--- config.mk ---
export PLATFORM = sky130hd
export DESIGN_NAME = spiral_index_to_coordinate
export DESIGN_NICKNAME = d
export VERILOG_FILES = /design/src/design/sitc_pkg.sv /design/src/design/sitc_prep.sv /design/src/design/sitc_root_step.sv /design/src/design/sitc_place.sv /design/src/design/spiral_index_to_coordinate.sv
export VERILOG_INCLUDE_DIRS = /design/src /design/src/design
export SDC_FILE = /design/constraint.sdc
export NUM_CORES = 2
export LEC_CHECK = 0
export BUFFER_PORTS_ARGS = -buffer_cell sky130_fd_sc_hd__buf_2
export CAP_MARGIN = 20
export CORE_ASPECT_RATIO = 0.7
export CORE_MARGIN = 4
export CORE_UTILIZATION = 25
export CTS_CLUSTER_SIZE = 30
export DETAILED_ROUTE_END_ITERATION = 10
export GPL_TIMING_DRIVEN = 0
export SETUP_SLACK_MARGIN = 0.4
export SYNTH_ARGS = -nofsm -noshare
export SYNTH_HDL_FRONTEND = slang
export SYNTH_HIERARCHICAL = 1
export SYNTH_SLANG_ARGS = --single-unit
--- constraint.sdc ---
create_clock -name clk_i -period 76.6 [get_ports clk_i]
set_input_delay 7.66 -clock clk_i [delete_from_list [all_inputs] [get_ports clk_i]]
set_output_delay 7.66 -clock clk_i [all_outputs]
set_load 0.005 [all_outputs]
--- src/design/spiral_index_to_coordinate_macros.svh ---
// Assertion macros for the spiral coordinate RTL (used by sitc_place)
`ifndef SPIRAL_INDEX_TO_COORDINATE_MACROS_SVH
`define SPIRAL_INDEX_TO_COORDINATE_MACROS_SVH

// same-cycle implication, disabled in reset
`define SITC_ASSERT_IMPL(lbl, clk, rstn, ante, cons, msg) \
  lbl: assert property (@(posedge clk) disable iff (!rstn) (ante) |-> (cons)) \
    else $error(msg);

// next-cycle implication, disabled in reset
`define SITC_ASSERT_NEXT(lbl, clk, rstn, ante, cons, msg) \
  lbl: assert property (@(posedge clk) disable iff (!rstn) (ante) |=> (cons)) \
    else $error(msg);

`endif

--- src/design/sitc_pkg.sv ---
// Package: widths and payload types of the spiral coordinate pipeline
`timescale 1ns / 1ps
`default_nettype none

package sitc_pkg;

  localparam int SideWidth = 16;
  localparam int PosWidth  = 32;
  localparam int RootSteps = PosWidth / 2;
  localparam int RootWidth = RootSteps;
  localparam int OffWidth  = 19;

  typedef struct packed {
    logic [SideWidth-1:0] side;
    logic [SideWidth-1:0] centre;
    logic [PosWidth-1:0]  position;
    logic                 oog;
    logic                 small_pos;
  } sitc_ctx_t;

  typedef struct packed {
    logic [PosWidth-1:0] rem;
    logic [PosWidth-1:0] res;
  } sitc_root_t;

endpackage

`default_nettype wire

--- src/design/sitc_prep.sv ---
// Front stages: input register, side squared, grid check and root seed
`timescale 1ns / 1ps
`default_nettype none

module sitc_prep (
  input  logic                                clk_i,
  input  logic                                rst_ni,
  input  logic                                en_i,
  input  logic                                valid_i,
  input  logic [sitc_pkg::SideWidth-1:0]      side_i,
  input  logic [sitc_pkg::PosWidth-1:0]       position_i,
  output logic                                valid_o,
  output sitc_pkg::sitc_ctx_t                 ctx_o,
  output sitc_pkg::sitc_root_t                root_o
);

  logic                            a_valid_q;
  logic [sitc_pkg::SideWidth-1:0]  a_side_q;
  logic [sitc_pkg::PosWidth-1:0]   a_pos_q;

  logic                            b_valid_q;
  sitc_pkg::sitc_ctx_t             b_ctx_q;
  sitc_pkg::sitc_ctx_t             b_ctx_d;
  logic [sitc_pkg::PosWidth-1:0]   b_sq_q;
  logic [sitc_pkg::PosWidth-1:0]   b_sq_d;

  logic                            c_valid_q;
  sitc_pkg::sitc_ctx_t             c_ctx_q;
  sitc_pkg::sitc_ctx_t             c_ctx_d;
  sitc_pkg::sitc_root_t            c_root_q;
  sitc_pkg::sitc_root_t            c_root_d;

  always_comb begin
    b_ctx_d           = '0;
    b_ctx_d.side      = a_side_q;
    b_ctx_d.centre    = (a_side_q >> 1) + sitc_pkg::SideWidth'(1);
    b_ctx_d.position  = a_pos_q;
    b_ctx_d.oog       = 1'b0;
    b_ctx_d.small_pos = (a_pos_q[sitc_pkg::PosWidth-1:1] == '0);
    b_sq_d            = sitc_pkg::PosWidth'(a_side_q) * sitc_pkg::PosWidth'(a_side_q);
  end

  always_comb begin
    c_ctx_d      = b_ctx_q;
    c_ctx_d.oog  = (b_ctx_q.position > b_sq_q);
    c_root_d.rem = b_ctx_q.position - sitc_pkg::PosWidth'(1);
    c_root_d.res = '0;
  end

  always_ff @(posedge clk_i or negedge rst_ni) begin
    if (!rst_ni) begin
      a_valid_q <= 1'b0;
      b_valid_q <= 1'b0;
      c_valid_q <= 1'b0;
    end else if (en_i) begin
      a_valid_q <= valid_i;
      b_valid_q <= a_valid_q;
      c_valid_q <= b_valid_q;
    end
  end

  always_ff @(posedge clk_i) begin
    if (en_i) begin
      a_side_q <= side_i;
      a_pos_q  <= position_i;
      b_ctx_q  <= b_ctx_d;
      b_sq_q   <= b_sq_d;
      c_ctx_q  <= c_ctx_d;
      c_root_q <= c_root_d;
    end
  end

  assign valid_o = c_valid_q;
  assign ctx_o   = c_ctx_q;
  assign root_o  = c_root_q;

endmodule

`default_nettype wire

--- src/design/sitc_root_step.sv ---
// One pipelined step of the digit-by-digit integer square root
`timescale 1ns / 1ps
`default_nettype none

module sitc_root_step #(
  parameter int STEP = 0
) (
  input  logic                  clk_i,
  input  logic                  rst_ni,
  input  logic                  en_i,
  input  logic                  valid_i,
  input  sitc_pkg::sitc_ctx_t   ctx_i,
  input  sitc_pkg::sitc_root_t  root_i,
  output logic                  valid_o,
  output sitc_pkg::sitc_ctx_t   ctx_o,
  output sitc_pkg::sitc_root_t  root_o
);

  localparam logic [sitc_pkg::PosWidth-1:0] Bit =
    sitc_pkg::PosWidth'(64'd1 << (sitc_pkg::PosWidth - 2 - 2 * STEP));

  logic                          valid_q;
  sitc_pkg::sitc_ctx_t           ctx_q;
  sitc_pkg::sitc_root_t          root_q;
  sitc_pkg::sitc_root_t          root_d;
  logic [sitc_pkg::PosWidth:0]   trial;

  always_comb begin
    trial = {1'b0, root_i.res} + {1'b0, Bit};
    if ({1'b0, root_i.rem} >= trial) begin
      root_d.rem = root_i.rem - trial[sitc_pkg::PosWidth-1:0];
      root_d.res = (root_i.res >> 1) + Bit;
    end else begin
      root_d.rem = root_i.rem;
      root_d.res = root_i.res >> 1;
    end
  end

  always_ff @(posedge clk_i or negedge rst_ni) begin
    if (!rst_ni) begin
      valid_q <= 1'b0;
    end else if (en_i) begin
      valid_q <= valid_i;
    end
  end

  always_ff @(posedge clk_i) begin
    if (en_i) begin
      ctx_q  <= ctx_i;
      root_q <= root_d;
    end
  end

  assign valid_o = valid_q;
  assign ctx_o   = ctx_q;
  assign root_o  = root_q;

endmodule

`default_nettype wire

--- src/design/sitc_place.sv ---
// Back stages: ring, offset along the ring, leg select and result register
`timescale 1ns / 1ps
`default_nettype none
`include "spiral_index_to_coordinate_macros.svh"

module sitc_place (
  input  logic                             clk_i,
  input  logic                             rst_ni,
  input  logic                             en_i,
  input  logic                             valid_i,
  input  sitc_pkg::sitc_ctx_t              ctx_i,
  input  logic [sitc_pkg::RootWidth-1:0]   root_i,
  output logic                             valid_o,
  output logic [sitc_pkg::SideWidth-1:0]   line_o,
  output logic [sitc_pkg::SideWidth-1:0]   column_o,
  output logic                             out_of_grid_o
);

  localparam int SW = sitc_pkg::SideWidth;
  localparam int PW = sitc_pkg::PosWidth;
  localparam int DW = sitc_pkg::OffWidth;
  localparam int RW = sitc_pkg::RootWidth;

  typedef struct packed {
    logic [RW-1:0] k;
    logic [SW-1:0] a0;
    logic [SW-1:0] a1;
    logic [SW-1:0] a2;
    logic [SW-1:0] a3;
    logic [SW-1:0] cpk;
    logic [SW-1:0] cmk;
    logic [DW-1:0] t1;
    logic [DW-1:0] t2;
    logic [DW-1:0] t3;
  } leg_t;

  // ring and inner odd side
  logic                 v1_q;
  sitc_pkg::sitc_ctx_t  ctx1_q;
  logic [RW-1:0]        k1_q;
  logic [RW-1:0]        k1_d;
  logic [RW-1:0]        inner1_q;
  logic [RW-1:0]        inner1_d;

  // inner square and leg constants
  logic                 v2_q;
  sitc_pkg::sitc_ctx_t  ctx2_q;
  logic [PW-1:0]        isq2_q;
  logic [PW-1:0]        isq2_d;
  leg_t                 leg2_q;
  leg_t                 leg2_d;
  logic [SW-1:0]        k3;
  logic [SW-1:0]        k5;
  logic [SW-1:0]        k7;

  // offset along the ring
  logic                 v3_q;
  sitc_pkg::sitc_ctx_t  ctx3_q;
  leg_t                 leg3_q;
  logic [DW-1:0]        d3_q;
  logic [PW-1:0]        d_full;
  logic [PW-1:0]        ring_lim;

  // result register
  logic                 out_valid_q;
  logic [SW-1:0]        out_line_q;
  logic [SW-1:0]        out_line_d;
  logic [SW-1:0]        out_col_q;
  logic [SW-1:0]        out_col_d;
  logic                 out_oog_q;
  logic [SW-1:0]        d16;

  always_comb begin
    k1_d     = RW'(({1'b0, root_i} + (RW+1)'(1)) >> 1);
    inner1_d = RW'({k1_d, 1'b0} - (RW+1)'(1));
  end

  always_comb begin
    k3 = SW'({k1_q, 1'b0}) + SW'(k1_q);
    k5 = SW'({k1_q, 2'b0}) + SW'(k1_q);
    k7 = SW'({k1_q, 3'b0}) - SW'(k1_q);
  end

  always_comb begin
    isq2_d     = PW'(inner1_q) * PW'(inner1_q);
    leg2_d     = '0;
    leg2_d.k   = k1_q;
    leg2_d.cpk = ctx1_q.centre + SW'(k1_q);
    leg2_d.cmk = ctx1_q.centre - SW'(k1_q);
    leg2_d.a0  = ctx1_q.centre + SW'(k1_q) - SW'(1);
    leg2_d.a1  = ctx1_q.centre + k3 - SW'(1);
    leg2_d.a2  = ctx1_q.centre + SW'(1) - k5;
    leg2_d.a3  = ctx1_q.centre + SW'(1) - k7;
    leg2_d.t1  = DW'({k1_q, 1'b0}) - DW'(1);
    leg2_d.t2  = DW'({k1_q, 2'b0}) - DW'(1);
    leg2_d.t3  = DW'({k1_q, 2'b0}) + DW'({k1_q, 1'b0}) - DW'(1);
  end

  assign d_full   = ctx2_q.position - isq2_q - PW'(1);
  assign ring_lim = PW'(leg2_q.k) << 3;

  assign d16 = d3_q[SW-1:0];

  always_comb begin
    if (ctx3_q.oog) begin
      out_line_d = ctx3_q.side;
      out_col_d  = ctx3_q.side;
    end else if (ctx3_q.small_pos) begin
      out_line_d = ctx3_q.centre;
      out_col_d  = ctx3_q.centre;
    end else if (d3_q <= leg3_q.t1) begin
      out_line_d = leg3_q.cpk;
      out_col_d  = leg3_q.a0 - d16;
    end else if (d3_q <= leg3_q.t2) begin
      out_line_d = leg3_q.a1 - d16;
      out_col_d  = leg3_q.cmk;
    end else if (d3_q <= leg3_q.t3) begin
      out_line_d = leg3_q.cmk;
      out_col_d  = leg3_q.a2 + d16;
    end else begin
      out_line_d = leg3_q.a3 + d16;
      out_col_d  = leg3_q.cpk;
    end
  end

  always_ff @(posedge clk_i or negedge rst_ni) begin
    if (!rst_ni) begin
      v1_q        <= 1'b0;
      v2_q        <= 1'b0;
      v3_q        <= 1'b0;
      out_valid_q <= 1'b0;
    end else if (en_i) begin
      v1_q        <= valid_i;
      v2_q        <= v1_q;
      v3_q        <= v2_q;
      out_valid_q <= v3_q;
    end
  end

  always_ff @(posedge clk_i) begin
    if (en_i) begin
      ctx1_q     <= ctx_i;
      k1_q       <= k1_d;
      inner1_q   <= inner1_d;
      ctx2_q     <= ctx1_q;
      isq2_q     <= isq2_d;
      leg2_q     <= leg2_d;
      ctx3_q     <= ctx2_q;
      leg3_q     <= leg2_q;
      d3_q       <= d_full[DW-1:0];
      out_line_q <= out_line_d;
      out_col_q  <= out_col_d;
      out_oog_q  <= ctx3_q.oog;
    end
  end

  assign valid_o       = out_valid_q;
  assign line_o        = out_line_q;
  assign column_o      = out_col_q;
  assign out_of_grid_o = out_oog_q;

  `SITC_ASSERT_IMPL(a_offset_in_ring, clk_i, rst_ni, v2_q && !ctx2_q.oog && !ctx2_q.small_pos, d_full < ring_lim, "offset lies outside its ring")
  `SITC_ASSERT_IMPL(a_corner_clamp, clk_i, rst_ni, out_valid_q && out_oog_q, out_line_q == out_col_q, "clamped result is not a corner")
  `SITC_ASSERT_NEXT(a_result_loaded, clk_i, rst_ni, v3_q && en_i, out_valid_q, "result register missed a transfer")

endmodule

`default_nettype wire

--- src/design/spiral_index_to_coordinate.sv ---
// Top level: Ulam spiral position to grid line and column
//
//   channel | dir | handshake                 | payload
//   --------+-----+---------------------------+-------------------------------
//   in      | in  | in_valid_i / in_stall_o   | side_i, position_i
//   out     | out | out_valid_o / out_stall_i | line_o, column_o, out_of_grid_o
//
// Pipeline: 3 front stages, 16 root stages (one root bit each),
// 4 back stages. One transfer per cycle sustained while no result waits under out_stall_i.
// Reset clears every valid bit; payload registers are not reset.
// A waiting result under out_stall_i freezes the whole pipeline and raises
// in_stall_o in the same cycle; nothing moves until it is taken.
`timescale 1ns / 1ps
`default_nettype none

module spiral_index_to_coordinate #(
  parameter int SIDE_BITS = 16
) (
  input  logic                             clk_i,
  input  logic                             rst_ni,
  input  logic                             in_valid_i,
  output logic                             in_stall_o,
  input  logic [sitc_pkg::SideWidth-1:0]   side_i,
  input  logic [sitc_pkg::PosWidth-1:0]    position_i,
  output logic                             out_valid_o,
  input  logic                             out_stall_i,
  output logic [sitc_pkg::SideWidth-1:0]   line_o,
  output logic [sitc_pkg::SideWidth-1:0]   column_o,
  output logic                             out_of_grid_o
);

  localparam int SW    = sitc_pkg::SideWidth;
  localparam int SideW = (SIDE_BITS < SW) ? SIDE_BITS : SW;
  localparam logic [SW-1:0] SideMask = SW'(((SW+1)'(1) << SideW) - (SW+1)'(1));
  localparam int Steps = sitc_pkg::RootSteps;

  logic                  en;
  logic [SW-1:0]         side_masked;

  logic [Steps:0]        chain_valid;
  sitc_pkg::sitc_ctx_t   chain_ctx  [Steps+1];
  sitc_pkg::sitc_root_t  chain_root [Steps+1];

  assign en          = !(out_valid_o && out_stall_i);
  assign in_stall_o  = !en;
  assign side_masked = side_i & SideMask;

  sitc_prep u_prep (
    .clk_i      (clk_i),
    .rst_ni     (rst_ni),
    .en_i       (en),
    .valid_i    (in_valid_i),
    .side_i     (side_masked),
    .position_i (position_i),
    .valid_o    (chain_valid[0]),
    .ctx_o      (chain_ctx[0]),
    .root_o     (chain_root[0])
  );

  for (genvar i = 0; i < Steps; i++) begin : g_root
    sitc_root_step #(
      .STEP (i)
    ) u_step (
      .clk_i   (clk_i),
      .rst_ni  (rst_ni),
      .en_i    (en),
      .valid_i (chain_valid[i]),
      .ctx_i   (chain_ctx[i]),
      .root_i  (chain_root[i]),
      .valid_o (chain_valid[i+1]),
      .ctx_o   (chain_ctx[i+1]),
      .root_o  (chain_root[i+1])
    );
  end

  sitc_place u_place (
    .clk_i         (clk_i),
    .rst_ni        (rst_ni),
    .en_i          (en),
    .valid_i       (chain_valid[Steps]),
    .ctx_i         (chain_ctx[Steps]),
    .root_i        (chain_root[Steps].res[sitc_pkg::RootWidth-1:0]),
    .valid_o       (out_valid_o),
    .line_o        (line_o),
    .column_o      (column_o),
    .out_of_grid_o (out_of_grid_o)
  );

endmodule

`default_nettype wire

==> results by group <==
STA
  – Final worst path period need: between 15 and 20 ns
  – Setup TNS: 0 ns
  – Final setup fails: 0
  – Final Hold Vio Count: 0
  – Hold Worst Slack: about 0.39 ns
  – Setup repair after global routing missed its margin: no
  – Worst Tran Pin Value: between 1 and 1.5 ns
  – Slew Viols, Final: 0
  – Final worst-path cycle share: 0.205
  – Slew HR: 0.219
  – Max Clk Rate: approximately 0.064 GHz
  – Layout Skew: around 0.057 ns

Floorplan
  – Initial core utilization: 0.252
  – I/O pins: 87
  – DIE HEIGHT: roughly 650 µm
  – Die Wd: just over 900 µm
  – Row cnt: ~240
  – Core area: 587000 µm²
  – Total die area: slightly above 600000 µm²

Placement
  – Placed Cells: 20600
  – Dpl cell area: around 160000 µm²
  – RePlAce Congestion: 0.914
  – Port Buffer Count: 86
  – Post-DP HPWL: roughly 290000 µm

Route
  – DRC: 0
  – Antenna viol nets, final: 0
  – Pre-Repair DR Iteration Count: 8
  – Via count: roughly 100000
  – Final wirelength: between 300000 and 400000 µm
  – DR vias/cell: approximately 4.6
  – Routed WL per cell: ~18 µm
  – Drt first-iter violations: slightly above 10000

CTS
  – Setup bufs post-CTS: 0
  – Post-CTS Hold Buffers: 0
  – Clk_lat worst skew: around 0.89 ns
  – TritonCTS Buffers: 270
  – Post-CTS Resized: 0
  – Clock Sinks: around 2600
  – CTS tree: done
  – Reg clk slew, reported paths: approximately 0.060 ns
  – CTS H-tree lvls: 5
  – Clock Path Buffers: 4
  – Clk root buf: clkbuf_16

Global route
  – Vias in the first global route: roughly 92000
  – Initial antenna violation count: 17
  – First-pass GRT wire length: between 500000 and 600000 µm
  – GR Util All Layers: 0.117
  – Pin count of the biggest net entering global routing: 76
  – GRT overflow: 0

Critical path
  – Critical-path maximum fanout: 2
  – WP buf/inv: 2
  – Setup CP Type: input port to output port
  – Worst path max stage delay: between 0.1 and 0.15 ns
  – CP max stage cell: and2_1
  – Kind of cell adding the most delay to the critical path: buffers and inverters
  – Arrival @ worst endpoint: ~8 ns
  – Crit. End Element: output port
  – Most frequent CP cell: buf_2
  – Worst-path cell chain: buf_2 -> and2_1 -> buf_2
  – CP Launch Type: input port
  – Critical Path RT: a little under 70 ns

Final layout
  – Layout net count: 14400
  – Area delta synth->final: 13.5%
  – Final instance area: roughly 170000 µm²
  – Most common cell after layout, fill and taps aside: edfxtp_1
  – Share of layout cells above drive strength 1: 0.0865
  – Most frequent cells in the layout: 2544 x edfxtp_1, 1169 x inv_1, 1122 x nand2_1
  – Fin cells: 21000

Hold path
  – Tightest Hold Check Type: flop to flop

Outcome
  – Status: completed

Synthesis
  – Ys Warns: 6
  – Synthesized area: about 150000 µm²
  – Syn Area/Cell: approximately 12 µm²
  – Gate Count Post-Synth: roughly 13000

Run
  – MaxCap Viol Count: 0
-- area by class of cell --
type                       count  area [µm²]
tap                         7821        9790
sequential                  2567       77000
antenna                        2        5.00
multi-input combinational   8475       64100
clock buffer                 321        7120
timing repair buffer         131        1560
fill                       60200      419000
buffer                       395        2380
clock inverter               142        1340
inverter                    1169        4390
-- sequential cells by signal (all words and copies together) (netlist names), 32 cells and up --
signal	count
g_root.u_step/ctx_o	848
g_root.u_step/root_o	976
u_place/ctx1_q	53
u_place/ctx2_q	53
u_place/ctx3_q	34
u_place/leg2_q	126
u_place/leg3_q	126
u_prep/a_pos_q	32
u_prep/b_ctx_q	65
u_prep/ctx_o	53
u_prep/root_o	32
-- path summary, 6_finish.rpt --
kind	cells after the start	to	slack (ns)	start
max	3	in_stall_o	60.92	out_stall_i
min	0	u_place/ctx2_q[7]	0.39	u_place/ctx1_q[7]
max reg2reg	20	u_prep/b_sq_q[31]	68.46	u_prep/a_side_q[5]
min reg2reg	0	u_place/ctx2_q[7]	0.39	u_place/ctx1_q[7]
max in group asynchronous	1	u_place/v3_q	69.50	rst_ni
min in group asynchronous	1	g_root[2].u_step/valid_o	6.76	rst_ni
-- stage by stage --
stage,util,setup slack (ns)
2_1_floorplan,-,8.25
3_3_place_gp,0.269,-14.27
3_5_place_dp,0.271,60.92
4_1_cts,0.286,60.92
5_1_grt,0.286,60.90
6_report,0.286,60.92
-- layer usage --
metal / vias to the layer above / routed length, µm / GRT usage
met5: - / 8 / 0
met4: 2 / 6160 / 0.0220
met3: 424 / 30200 / 0.0227
met2: 3210 / 141000 / 0.156
met1: 47400 / 192000 / 0.192
li1: 46300 / - / -
Power is not shown: default switching activity piles up to over one toggle a cycle in this logic, so the estimate is an artifact.
